$ cat src/hdl/mmtc_pkg.sv
// ----------------------------------------------------------------------------
// mmtc_pkg
// Shared types, command codes and the pitch table for the tone controller.
// ----------------------------------------------------------------------------
package mmtc_pkg;

    localparam int unsigned TABLE_ENTRIES = 381;
    localparam logic [20:0] DIV_NUMERATOR = 21'd1331000;

    typedef enum logic [3:0] {
        CMD_STOP     = 4'd0,
        CMD_START    = 4'd1,
        CMD_CTRL     = 4'd2,
        CMD_BEND     = 4'd3,
        CMD_STOP_ALL = 4'd4,
        CMD_ENABLE   = 4'd5,
        CMD_SPARE    = 4'd6,
        CMD_FLAG     = 4'd7,
        CMD_QUERY    = 4'd8
    } t_cmd;

    localparam logic [7:0] CC_ALL_OFF  = 8'h7b;
    localparam logic [7:0] CC_CLAIM    = 8'h4b;
    localparam logic [7:0] CC_REPLAY   = 8'h4e;
    localparam logic [7:0] CC_VOLUME   = 8'h07;
    localparam logic [7:0] ST_BEND     = 8'he0;
    localparam logic [7:0] ST_CTRL     = 8'hb0;
    localparam logic [7:0] NOTE_LOW    = 8'h18;
    localparam logic [7:0] NOTE_HIGH   = 8'h77;
    localparam logic [7:0] READ_ONLY   = 8'hff;
    localparam logic [7:0] NO_OWNER    = 8'hff;
    localparam logic [15:0] BEND_CTR   = 16'h2000;
    localparam logic [15:0] IDX_MAX    = 16'h01dc;
    localparam logic [15:0] BEND_DIV   = 16'h00ab;

    // datapath -> controller
    typedef struct packed {
        logic play_req;   // item needs a division
        logic div_done;
    } t_status;

    // controller -> datapath
    typedef struct packed {
        logic exec;       // capture accepted item
        logic div_start;
        logic div_step;
        logic finish;     // commit divisor, load output
    } t_cmd_bus;

    typedef logic [13:0] t_pitch;

    function automatic t_pitch pitch_rom(input logic [8:0] idx);
        t_pitch v;
        case (idx)
            9'd0: v=14'd37; 9'd1: v=14'd37; 9'd2: v=14'd38; 9'd3: v=14'd38;
            9'd4: v=14'd39; 9'd5: v=14'd39; 9'd6: v=14'd40; 9'd7: v=14'd41;
            9'd8: v=14'd41; 9'd9: v=14'd42; 9'd10: v=14'd42; 9'd11: v=14'd43;
            9'd12: v=14'd44; 9'd13: v=14'd44; 9'd14: v=14'd45; 9'd15: v=14'd46;
            9'd16: v=14'd46; 9'd17: v=14'd47; 9'd18: v=14'd48; 9'd19: v=14'd48;
            9'd20: v=14'd49; 9'd21: v=14'd50; 9'd22: v=14'd50; 9'd23: v=14'd51;
            9'd24: v=14'd52; 9'd25: v=14'd53; 9'd26: v=14'd53; 9'd27: v=14'd54;
            9'd28: v=14'd55; 9'd29: v=14'd56; 9'd30: v=14'd57; 9'd31: v=14'd57;
            9'd32: v=14'd58; 9'd33: v=14'd59; 9'd34: v=14'd60; 9'd35: v=14'd61;
            9'd36: v=14'd62; 9'd37: v=14'd63; 9'd38: v=14'd63; 9'd39: v=14'd64;
            9'd40: v=14'd65; 9'd41: v=14'd66; 9'd42: v=14'd67; 9'd43: v=14'd68;
            9'd44: v=14'd69; 9'd45: v=14'd70; 9'd46: v=14'd71; 9'd47: v=14'd72;
            9'd48: v=14'd73; 9'd49: v=14'd74; 9'd50: v=14'd76; 9'd51: v=14'd77;
            9'd52: v=14'd78; 9'd53: v=14'd79; 9'd54: v=14'd80; 9'd55: v=14'd81;
            9'd56: v=14'd82; 9'd57: v=14'd84; 9'd58: v=14'd85; 9'd59: v=14'd86;
            9'd60: v=14'd87; 9'd61: v=14'd89; 9'd62: v=14'd90; 9'd63: v=14'd91;
            9'd64: v=14'd92; 9'd65: v=14'd94; 9'd66: v=14'd95; 9'd67: v=14'd97;
            9'd68: v=14'd98; 9'd69: v=14'd99; 9'd70: v=14'd101; 9'd71: v=14'd102;
            9'd72: v=14'd104; 9'd73: v=14'd105; 9'd74: v=14'd107; 9'd75: v=14'd108;
            9'd76: v=14'd110; 9'd77: v=14'd112; 9'd78: v=14'd113; 9'd79: v=14'd115;
            9'd80: v=14'd116; 9'd81: v=14'd118; 9'd82: v=14'd120; 9'd83: v=14'd122;
            9'd84: v=14'd123; 9'd85: v=14'd125; 9'd86: v=14'd127; 9'd87: v=14'd129;
            9'd88: v=14'd131; 9'd89: v=14'd133; 9'd90: v=14'd135; 9'd91: v=14'd137;
            9'd92: v=14'd139; 9'd93: v=14'd141; 9'd94: v=14'd143; 9'd95: v=14'd145;
            9'd96: v=14'd147; 9'd97: v=14'd149; 9'd98: v=14'd151; 9'd99: v=14'd153;
            9'd100: v=14'd156; 9'd101: v=14'd158; 9'd102: v=14'd160; 9'd103: v=14'd162;
            9'd104: v=14'd165; 9'd105: v=14'd167; 9'd106: v=14'd170; 9'd107: v=14'd172;
            9'd108: v=14'd175; 9'd109: v=14'd177; 9'd110: v=14'd180; 9'd111: v=14'd182;
            9'd112: v=14'd185; 9'd113: v=14'd188; 9'd114: v=14'd190; 9'd115: v=14'd193;
            9'd116: v=14'd196; 9'd117: v=14'd199; 9'd118: v=14'd202; 9'd119: v=14'd205;
            9'd120: v=14'd208; 9'd121: v=14'd211; 9'd122: v=14'd214; 9'd123: v=14'd217;
            9'd124: v=14'd220; 9'd125: v=14'd223; 9'd126: v=14'd226; 9'd127: v=14'd230;
            9'd128: v=14'd233; 9'd129: v=14'd236; 9'd130: v=14'd240; 9'd131: v=14'd243;
            9'd132: v=14'd247; 9'd133: v=14'd250; 9'd134: v=14'd254; 9'd135: v=14'd258;
            9'd136: v=14'd262; 9'd137: v=14'd265; 9'd138: v=14'd269; 9'd139: v=14'd273;
            9'd140: v=14'd277; 9'd141: v=14'd281; 9'd142: v=14'd285; 9'd143: v=14'd289;
            9'd144: v=14'd294; 9'd145: v=14'd298; 9'd146: v=14'd302; 9'd147: v=14'd307;
            9'd148: v=14'd311; 9'd149: v=14'd316; 9'd150: v=14'd320; 9'd151: v=14'd325;
            9'd152: v=14'd330; 9'd153: v=14'd334; 9'd154: v=14'd339; 9'd155: v=14'd344;
            9'd156: v=14'd349; 9'd157: v=14'd354; 9'd158: v=14'd359; 9'd159: v=14'd365;
            9'd160: v=14'd370; 9'd161: v=14'd375; 9'd162: v=14'd381; 9'd163: v=14'd386;
            9'd164: v=14'd392; 9'd165: v=14'd398; 9'd166: v=14'd403; 9'd167: v=14'd409;
            9'd168: v=14'd415; 9'd169: v=14'd421; 9'd170: v=14'd427; 9'd171: v=14'd434;
            9'd172: v=14'd440; 9'd173: v=14'd446; 9'd174: v=14'd453; 9'd175: v=14'd459;
            9'd176: v=14'd466; 9'd177: v=14'd473; 9'd178: v=14'd480; 9'd179: v=14'd487;
            9'd180: v=14'd494; 9'd181: v=14'd501; 9'd182: v=14'd508; 9'd183: v=14'd516;
            9'd184: v=14'd523; 9'd185: v=14'd531; 9'd186: v=14'd539; 9'd187: v=14'd546;
            9'd188: v=14'd554; 9'd189: v=14'd562; 9'd190: v=14'd571; 9'd191: v=14'd579;
            9'd192: v=14'd587; 9'd193: v=14'd596; 9'd194: v=14'd604; 9'd195: v=14'd613;
            9'd196: v=14'd622; 9'd197: v=14'd631; 9'd198: v=14'd640; 9'd199: v=14'd650;
            9'd200: v=14'd659; 9'd201: v=14'd669; 9'd202: v=14'd679; 9'd203: v=14'd688;
            9'd204: v=14'd698; 9'd205: v=14'd709; 9'd206: v=14'd719; 9'd207: v=14'd729;
            9'd208: v=14'd740; 9'd209: v=14'd751; 9'd210: v=14'd762; 9'd211: v=14'd773;
            9'd212: v=14'd784; 9'd213: v=14'd795; 9'd214: v=14'd807; 9'd215: v=14'd819;
            9'd216: v=14'd831; 9'd217: v=14'd843; 9'd218: v=14'd855; 9'd219: v=14'd867;
            9'd220: v=14'd880; 9'd221: v=14'd893; 9'd222: v=14'd906; 9'd223: v=14'd919;
            9'd224: v=14'd932; 9'd225: v=14'd946; 9'd226: v=14'd960; 9'd227: v=14'd974;
            9'd228: v=14'd988; 9'd229: v=14'd1002; 9'd230: v=14'd1017; 9'd231: v=14'd1031;
            9'd232: v=14'd1046; 9'd233: v=14'd1062; 9'd234: v=14'd1077; 9'd235: v=14'd1093;
            9'd236: v=14'd1109; 9'd237: v=14'd1125; 9'd238: v=14'd1141; 9'd239: v=14'd1158;
            9'd240: v=14'd1175; 9'd241: v=14'd1192; 9'd242: v=14'd1209; 9'd243: v=14'd1227;
            9'd244: v=14'd1244; 9'd245: v=14'd1263; 9'd246: v=14'd1281; 9'd247: v=14'd1300;
            9'd248: v=14'd1318; 9'd249: v=14'd1338; 9'd250: v=14'd1357; 9'd251: v=14'd1377;
            9'd252: v=14'd1397; 9'd253: v=14'd1417; 9'd254: v=14'd1438; 9'd255: v=14'd1459;
            9'd256: v=14'd1480; 9'd257: v=14'd1501; 9'd258: v=14'd1523; 9'd259: v=14'd1545;
            9'd260: v=14'd1568; 9'd261: v=14'd1591; 9'd262: v=14'd1614; 9'd263: v=14'd1637;
            9'd264: v=14'd1661; 9'd265: v=14'd1685; 9'd266: v=14'd1710; 9'd267: v=14'd1735;
            9'd268: v=14'd1760; 9'd269: v=14'd1786; 9'd270: v=14'd1812; 9'd271: v=14'd1838;
            9'd272: v=14'd1865; 9'd273: v=14'd1892; 9'd274: v=14'd1919; 9'd275: v=14'd1947;
            9'd276: v=14'd1975; 9'd277: v=14'd2004; 9'd278: v=14'd2033; 9'd279: v=14'd2063;
            9'd280: v=14'd2093; 9'd281: v=14'd2123; 9'd282: v=14'd2154; 9'd283: v=14'd2186;
            9'd284: v=14'd2217; 9'd285: v=14'd2250; 9'd286: v=14'd2282; 9'd287: v=14'd2316;
            9'd288: v=14'd2349; 9'd289: v=14'd2383; 9'd290: v=14'd2418; 9'd291: v=14'd2453;
            9'd292: v=14'd2489; 9'd293: v=14'd2525; 9'd294: v=14'd2562; 9'd295: v=14'd2599;
            9'd296: v=14'd2637; 9'd297: v=14'd2675; 9'd298: v=14'd2714; 9'd299: v=14'd2754;
            9'd300: v=14'd2794; 9'd301: v=14'd2834; 9'd302: v=14'd2876; 9'd303: v=14'd2917;
            9'd304: v=14'd2960; 9'd305: v=14'd3003; 9'd306: v=14'd3047; 9'd307: v=14'd3091;
            9'd308: v=14'd3136; 9'd309: v=14'd3182; 9'd310: v=14'd3228; 9'd311: v=14'd3275;
            9'd312: v=14'd3322; 9'd313: v=14'd3371; 9'd314: v=14'd3420; 9'd315: v=14'd3469;
            9'd316: v=14'd3520; 9'd317: v=14'd3571; 9'd318: v=14'd3623; 9'd319: v=14'd3676;
            9'd320: v=14'd3729; 9'd321: v=14'd3783; 9'd322: v=14'd3839; 9'd323: v=14'd3894;
            9'd324: v=14'd3951; 9'd325: v=14'd4008; 9'd326: v=14'd4067; 9'd327: v=14'd4126;
            9'd328: v=14'd4186; 9'd329: v=14'd4247; 9'd330: v=14'd4309; 9'd331: v=14'd4371;
            9'd332: v=14'd4435; 9'd333: v=14'd4499; 9'd334: v=14'd4565; 9'd335: v=14'd4631;
            9'd336: v=14'd4699; 9'd337: v=14'd4767; 9'd338: v=14'd4836; 9'd339: v=14'd4907;
            9'd340: v=14'd4978; 9'd341: v=14'd5050; 9'd342: v=14'd5124; 9'd343: v=14'd5198;
            9'd344: v=14'd5274; 9'd345: v=14'd5351; 9'd346: v=14'd5429; 9'd347: v=14'd5507;
            9'd348: v=14'd5588; 9'd349: v=14'd5669; 9'd350: v=14'd5751; 9'd351: v=14'd5835;
            9'd352: v=14'd5920; 9'd353: v=14'd6006; 9'd354: v=14'd6093; 9'd355: v=14'd6182;
            9'd356: v=14'd6272; 9'd357: v=14'd6363; 9'd358: v=14'd6456; 9'd359: v=14'd6550;
            9'd360: v=14'd6645; 9'd361: v=14'd6741; 9'd362: v=14'd6840; 9'd363: v=14'd6939;
            9'd364: v=14'd7040; 9'd365: v=14'd7142; 9'd366: v=14'd7246; 9'd367: v=14'd7352;
            9'd368: v=14'd7459; 9'd369: v=14'd7567; 9'd370: v=14'd7677; 9'd371: v=14'd7789;
            9'd372: v=14'd7902; 9'd373: v=14'd8016; 9'd374: v=14'd8134; 9'd375: v=14'd8252;
            9'd376: v=14'd8372; 9'd377: v=14'd8494; 9'd378: v=14'd8618; 9'd379: v=14'd8742;
            9'd380: v=14'd8870;
            default: v = 14'd1;
        endcase
        return v;
    endfunction

endpackage

$ cat src/hdl/mmtc_ctrl.sv
// ----------------------------------------------------------------------------
// mmtc_ctrl
// Sequencer: accept, decode, divide (21 steps) for items that program a tone, deliver.
// ----------------------------------------------------------------------------
module mmtc_ctrl
    import mmtc_pkg::*;
(
    input  logic     i_clk,
    input  logic     i_rst_n,
    input  logic     i_in_valid,
    output logic     o_in_ready,
    output logic     o_out_valid,
    input  logic     i_out_ready,
    input  t_status  i_status,
    output t_cmd_bus o_cmd
);

    typedef enum logic [4:0] {
        S_IDLE = 5'b00001,
        S_EXEC = 5'b00010,
        S_DIV  = 5'b00100,
        S_FIN  = 5'b01000,
        S_OUT  = 5'b10000
    } t_state;

    t_state r_state, n_state;

    always_comb begin
        n_state = r_state;
        o_cmd   = '0;
        case (r_state)
            S_IDLE: begin
                if (i_in_valid) begin
                    o_cmd.exec = 1'b1;
                    n_state    = S_EXEC;
                end
            end
            S_EXEC: begin
                if (i_status.play_req) begin
                    o_cmd.div_start = 1'b1;
                    n_state         = S_DIV;
                end else begin
                    o_cmd.finish = 1'b1;
                    n_state      = S_OUT;
                end
            end
            S_DIV: begin
                o_cmd.div_step = 1'b1;
                if (i_status.div_done) begin
                    n_state = S_FIN;
                end
            end
            S_FIN: begin
                o_cmd.finish = 1'b1;
                n_state      = S_OUT;
            end
            S_OUT: begin
                if (i_out_ready) begin
                    n_state = S_IDLE;
                end
            end
            default: n_state = S_IDLE;
        endcase
    end

    assign o_in_ready  = (r_state == S_IDLE);
    assign o_out_valid = (r_state == S_OUT);

    always_ff @(posedge i_clk) begin
        if (!i_rst_n) begin
            r_state <= S_IDLE;
        end else begin
            r_state <= n_state;
        end
    end

`ifndef SYNTHESIS
    a_onehot: assert property (@(posedge i_clk) disable iff (!i_rst_n)
        $onehot(r_state)) else $error("state not one-hot");
    a_exec_leaves: assert property (@(posedge i_clk) disable iff (!i_rst_n)
        (r_state == S_EXEC) |=> (r_state == S_DIV || r_state == S_OUT))
        else $error("exec did not advance");
    a_out_holds: assert property (@(posedge i_clk) disable iff (!i_rst_n)
        (r_state == S_OUT && !i_out_ready) |=> (r_state == S_OUT))
        else $error("result dropped");
`endif

endmodule

$ cat config.mk
export PLATFORM = sky130hd
export DESIGN_NAME = mmtc_ctrl
export DESIGN_NICKNAME = d
export VERILOG_FILES = /design/src/hdl/mmtc_pkg.sv /design/src/hdl/mmtc_ctrl.sv
export SDC_FILE = /design/constraint.sdc
export NUM_CORES = 1
export LEC_CHECK = 0
export BUFFER_PORTS_ARGS = -buffer_cell sky130_fd_sc_hd__buf_2
export CAP_MARGIN = 20
export CELL_PAD_IN_SITES_DETAIL_PLACEMENT = 0
export CELL_PAD_IN_SITES_GLOBAL_PLACEMENT = 1
export CORE_AREA = 2 2 39 41
export CTS_CLUSTER_DIAMETER = 80
export DETAILED_ROUTE_END_ITERATION = 6
export DIE_AREA = 0 0 41 43
export GPL_ROUTABILITY_DRIVEN = 1
export PLACE_DENSITY = 0.58
export SYNTH_ARGS = -nofsm -noshare
export SYNTH_HDL_FRONTEND = slang
export SYNTH_SLANG_ARGS = --single-unit
$ cat constraint.sdc
create_clock -name i_clk -period 3.4 [get_ports i_clk]
set_input_delay 0 -clock i_clk [delete_from_list [all_inputs] [get_ports i_clk]]
set_output_delay 0 -clock i_clk [all_outputs]
set_load 0.03 [all_outputs]
==> results_dict.tcl, run 1 <==
set metrics [dict create \
    cts_tree "built" \
    worstPathRequired_ns 3.40 \
    async_reset_ff_frac 0 \
    mostFrequentLayoutCell "buf_2" \
    drive_gt1_frac 0.373 \
    antennaDiodeCount 0 \
    ios 12 \
    worstRegToRegCells 3 \
    vias 318 \
    start_kind "flop" \
    core-area_sq_mm 0.00138 \
    portBuffers 11 \
    grtUsageTotal 0.0976 \
    initial_core_util 0.231 \
    largest_register_ffs 5 \
    wl_per_cell_microns 10.5 \
    timing.critical_path.to "o_cmd[3]" \
    clock_sinks 5 \
    numCtsBuffers 3 \
    post_cts_resize_count 0 \
    layout_common_cells "buf_2 (11), dfxtp_1 (5), inv_1 (4)" \
    vias_per_cell 4.75 \
    hold_path.class "in2reg" \
    fin_crit_sh 0.439 \
    antenna_found_initial 0 \
    fin_nets 58 \
    critical_path_arrival_ns 1.49 \
    gp_congestion 0.684 \
    synth-compound-area-share 0.192 \
    synth_top_family_by_area "simple AND/OR/NAND/NOR gates" \
    regMostFlops "r_state" \
    p_per_area_mw_per_mm2 433 \
    ant_nets 0 \
    synthDominantCellAreaShare 0.314 \
    synth_mux_area_frac 0 \
    post_cts_buffers 0 \
    first_pass_iters 3 \
    ys_dominant_reg_cell "dfxtp_1" \
    synth_edf_count 0 \
    grt_overflow 0 \
    tightest_slew_ns 0.276 \
    peakVddDrop_uv 227 \
    die_x_microns 41 \
    p_leak_nw 0.193 \
    top_regs "r_state x5" \
    seq_area_frac_synth 0.314 \
    die-area_sq_mm 0.00176 \
    synth_seq_cells 5 \
    die_h_microns 43 \
    fmax_ghz 0.670 \
    ys_warn_count 0 \
    synth.cell_area_sq_um 319 \
    power_w 0.000179 \
    synthTopCellsByArea "dfxtp_1 (31%), o31ai_4 (6.7%), nor3_1 (4.7%)" \
    setup-tns-final_ns 0 \
    status "completed" \
    grt_pass1_wl_microns 1090 \
    detailedRoute.firstIterationViolations 3 \
    synth-simple-area-share 0.396 \
    rsz0062_at_grt "no" \
    area_growth_pct 29.4 \
    worst-path-max-fanout 7 \
    period_minus_slack_ns 1.49 \
    hold_viol 0 \
    grt_pass1_vias 271 \
    synth_top_cell_by_area "dfxtp_1" \
    r2r_end "r_state[0]" \
    row_count 14 \
    htree_levels 1 \
    avgSynthCellArea_sq_um 8.62 \
    synth_xor_area_frac 0.0275 \
    syn_inst 37 \
    cts_buffer_depth 2 \
    drcViolationCount 0 \
    critPathLaunch "r_state[2]" \
    path_clk_slew_ns 0.04 \
    finClkSkew_ns 0.00545 \
    whs_ns 0.00604 \
    cp-end-kind "output port" \
    postLayoutCoreUtil 0.298 \
    drv_slew 0 \
    clkLatencyLatePin_ns 0.24 \
    postCtsHoldBufs 0 \
    grt_max_degree 8 \
    max_cap_violations 0 \
    crit_type "reg2out" \
    synth_fa_ha_area_frac 0 \
    finalWirelength_microns 706 \
    hpwl_microns 585 \
    setup_viol 0 \
    syn_nets 43 \
    r2r_setup_slack_ns 2.08 \
    root_buffer "clkbuf_4" \
    maxSlewHeadroom 0.814 \
    worstReg2RegStart "r_state[0]" \
    synth_cell_types 24 \
]
==> worst min-delay path by stage <==
stage	from	endpoint	slack (ns)	depth (start not counted)
2_1_floorplan	i_rst_n	r_state[2]	0.12	1
3_3_place_gp	i_status[0]	r_state[3]	0.26	3
3_5_place_dp	i_status[0]	r_state[3]	0.26	3
4_1_cts	i_status[0]	r_state[3]	0.002	3
5_1_grt	i_status[0]	r_state[3]	0.01	3
6_report	i_status[0]	r_state[3]	0.006	3
==> critical path: stages (launching register included) <==
cell and delay (ns):
dfxtp_1 0.36, or3_4 0.44, nor2_2 0.15, and2_1 0.13
buf_2 0.18
==> synthesized netlist by cell type, types with 2 or more instances <==
| cell | count |
|---|---|
| dfxtp_1 | 5 |
| inv_1 | 4 |
| nor2_1 | 3 |
| nor3_1 | 3 |
| nor3b_1 | 2 |
| o21ai_0 | 2 |
==> report_power, final <==
group | total [W] | internal (W) | switching, W
logic | 0.0000421 | 0.0000168 | 0.0000252
clock network | 0.0000680 | 0.0000443 | 0.0000236
registers | 0.0000688 | 0.0000621 | 0.00000665
==> cell type report <==
cell class              instances  area (sq um)
clock buffers                   4          26.3
fillers                       160           971
inverters                       4          15.0
multi-input cells              27           196
flip-flops and latches          5           100
well taps                      16          20.0
repair buffers                 11          55.1
==> cells by family (layout without fill, tap and decap cells) <==
family / count (synthesis) / count (layout)
xor gates and xnor gates: 1 / 1
buffers and inverters: 5 / 19
AOI/OAI and AO/OA: 7 / 7
DFF: 5 / 5
and+or+nand+nor: 19 / 19
==> per-stage QoR <==
stage / worst slack, ns / area, sq um / instances
after floorplan: 1.90 / 319 / 37
after global routing: 1.85 / 413 / 67
final: 1.91 / 413 / 67
after detailed placement: 2.08 / 387 / 63
after global placement: 2.05 / 387 / 63
after CTS: 1.90 / 413 / 67
==> routing by layer <==
metal,routed length (microns),global-route usage
met5,0,0
met4,0,0.0400
met2,333,0.128
met1,314,0.113
met3,59,0.0785
Note: power is estimated with default switching activity, not from simulation.
==> inputs of run 2 (changes only) <==
--- a/config.mk
+++ b/config.mk
@@ -14,7 +14,7 @@
 export DETAILED_ROUTE_END_ITERATION = 6
 export DIE_AREA = 0 0 41 43
 export GPL_ROUTABILITY_DRIVEN = 1
-export PLACE_DENSITY = 0.58
+export PLACE_DENSITY = 0.6
 export SYNTH_ARGS = -nofsm -noshare
 export SYNTH_HDL_FRONTEND = slang
 export SYNTH_SLANG_ARGS = --single-unit
==> constraint.sdc (replaced) <==
create_clock -name i_clk -period 1.25 [get_ports i_clk]
set_input_delay 0 -clock i_clk [delete_from_list [all_inputs] [get_ports i_clk]]
set_output_delay 0 -clock i_clk [all_outputs]
set_load 0.03 [all_outputs]
==> run 2 against run 1 <==
Against the previous run:
- sequential power increased to 2.7 times the previous value
- global-route usage increased by 2.0 points
- hold slack improved by 0.033 ns
- power increased to 3.4 times the previous value
- via count increased by 19%
- cell area increased by 56%
- utilization increased by 17 points
- flip-flop and latch count unchanged
- the flow now finishes with violations (setup timing)
- largest power group is now combinational logic
==> results_dict.tcl, run 2 (synthesized netlist as in run 1, its figures left out) <==
set metrics [dict create \
    cp-end-kind "output port" \
    wl_per_cell_microns 11.3 \
    max_stage_delay_ns 0.41 \
    period_minus_slack_ns 1.35 \
    top_regs "r_state x5" \
    maxSlewHeadroom 0.834 \
    power_w 0.000614 \
    crit_type "reg2out" \
    ant_nets 0 \
    p_sw_frac 0.309 \
    die-area_sq_mm 0.00176 \
    finClkSkew_ns 0.00167 \
    first_pass_iters 2 \
    mostFrequentLayoutCell "buf_4" \
    switching_power_w 0.000190 \
    dp.cells 68 \
    vias 377 \
    htree_levels 1 \
    path_delay_family "simple AND/OR/NAND/NOR gates" \
    p_per_area_mw_per_mm2 951 \
    worstPathRequired_ns 1.25 \
    layout_common_cells "buf_4 (13), buf_6 (8), buf_2 (5)" \
    max_cap_violations 0 \
    vias_per_cell 4.54 \
    top_layer "met4" \
    worstPathCellList "or3_4 > nor2_4 > and2_4 > buf_6" \
    grt_pass1_wl_microns 1380 \
    tightest_slew_ns 0.248 \
    regMostFlops "r_state" \
    rsz0062_at_grt "yes" \
    route.met2.wl_microns 479 \
    area_growth_pct 102 \
    fmax_ghz 0.742 \
    detailedRoute.firstIterationViolations 1 \
    p_int_w 0.000424 \
    filler_cell_count 150 \
    antenna_found_initial 0 \
    finalWirelength_microns 935 \
    drcViolationCount 0 \
    grt_overflow 0 \
    cts_buffer_depth 2 \
    die_h_microns 43 \
    stdcell_count 83 \
    root_buffer "clkbuf_4" \
    gp_congestion 0.677 \
    p_seq_frac 0.302 \
    critical_path_arrival_ns 1.35 \
    fin_nets 74 \
    cts_tree "built" \
    peakVddDrop_uv 599 \
    portBuffers 11 \
    core-area_sq_mm 0.00138 \
    combPwrFrac 0.389 \
    row_count 14 \
    status "finished with violations" \
    grtUsageTotal 0.118 \
    largest_register_ffs 5 \
    setup_viol 7 \
    postLayoutCoreUtil 0.467 \
    hold_viol 0 \
    worst-path-max-fanout 3 \
    wl_met1_microns 400 \
    grt_pass1_vias 335 \
    numCtsBuffers 3 \
    timing.final.ws_setup_ns -0.0978 \
    drv_slew 0 \
    p_leak_nw 0.295 \
    hold_path.class "in2reg" \
    antennaDiodeCount 0 \
    die_x_microns 41 \
    drive_gt1_frac 0.746 \
    start_kind "flop" \
    grt_max_degree 8 \
    fin_crit_sh 1.08 \
    setup-tns-final_ns -0.436 \
    initial_core_util 0.231 \
    path_clk_slew_ns 0.05 \
    clkPwrFrac 0.309 \
    clkLatencyLatePin_ns 0.24 \
    hpwl_microns 610 \
    ios 12 \
    cp_num_buf_inv 1 \
    crit_slowest_cell "or3_4" \
    clock_sinks 5 \
    wl_met3_microns 36 \
    violations "setup timing" \
]
[run 2: cell count changes in the layout (fill, tap and decap cells not counted), sizes merged]
cell,before,now
buf,11,26
dlygate4sd3,0,1
[run 2: timing repair]
action,CTS,global route
setup buffers,2,8
endpoints found under the hold margin,1,0
resized for setup,12,22
hold buffers,1,0
pin swaps,5,6
setup endpoints to repair,7,9
[run 2: power by group through the flow]
stage,Clock [W],Sequential [W],Combinational [W]
3_5_place_dp,0,0.000184,0.000145
2_1_floorplan,0,0.000186,0.0000953
5_1_grt,0.000213,0.000187,0.000255
6_report,0.000190,0.000185,0.000239
4_1_cts,0.000197,0.000184,0.000169
3_3_place_gp,0,0.000184,0.000146
[run 2: layout make-up]
class / instances / area (sq um) / share of cell area
well taps: 16 / 20.0 / 0.0310
multi-input cells: 27 / 251 / 0.390
flip-flops and latches: 5 / 110 / 0.171
repair buffers: 27 / 223 / 0.345
inverters: 4 / 15.0 / 0.0233
clock buffers: 4 / 26.3 / 0.0407
[run 2: worst reg2reg max path, cell delays in order, from the launching register on]
cell,delay [ns]
dfxtp_4,0.35
buf_4,0.13
nor4b_2,0.28
a22oi_1,0.13
a221o_1,0.29
[run 2: metrics by stage]
| stage | setup slack [ns] | hold slack (ns) | instance area [sq um] |
|---|---|---|---|
| 3_3_place_gp | 0.0161 | 0.259 | 437 |
| 6_report | -0.0978 | 0.0386 | 646 |
| 3_5_place_dp | -0.00139 | 0.247 | 437 |
| 4_1_cts | -0.0988 | 0.0309 | 519 |
| 5_1_grt | -0.147 | 0.0405 | 646 |
| 2_1_floorplan | 0.0187 | 0.117 | 332 |
[run 2: routing by layer]
layer | global-route usage | up-vias
li1 | - | 193
met1 | 0.159 | 172
met2 | 0.156 | 10
met3 | 0.0314 | 2
met4 | 0.0800 | 0
met5 | 0 | -
[run 2: worst paths after layout]
kind,startpoint,endpoint,slack (ns),depth (start not counted)
hold reg to reg,r_state[0],r_state[4],0.59,3
setup reg to reg,r_state[1],r_state[0],-0.05,4
setup / recovery,r_state[3],o_cmd[3],-0.1,4
hold / removal,i_rst_n,r_state[2],0.04,2
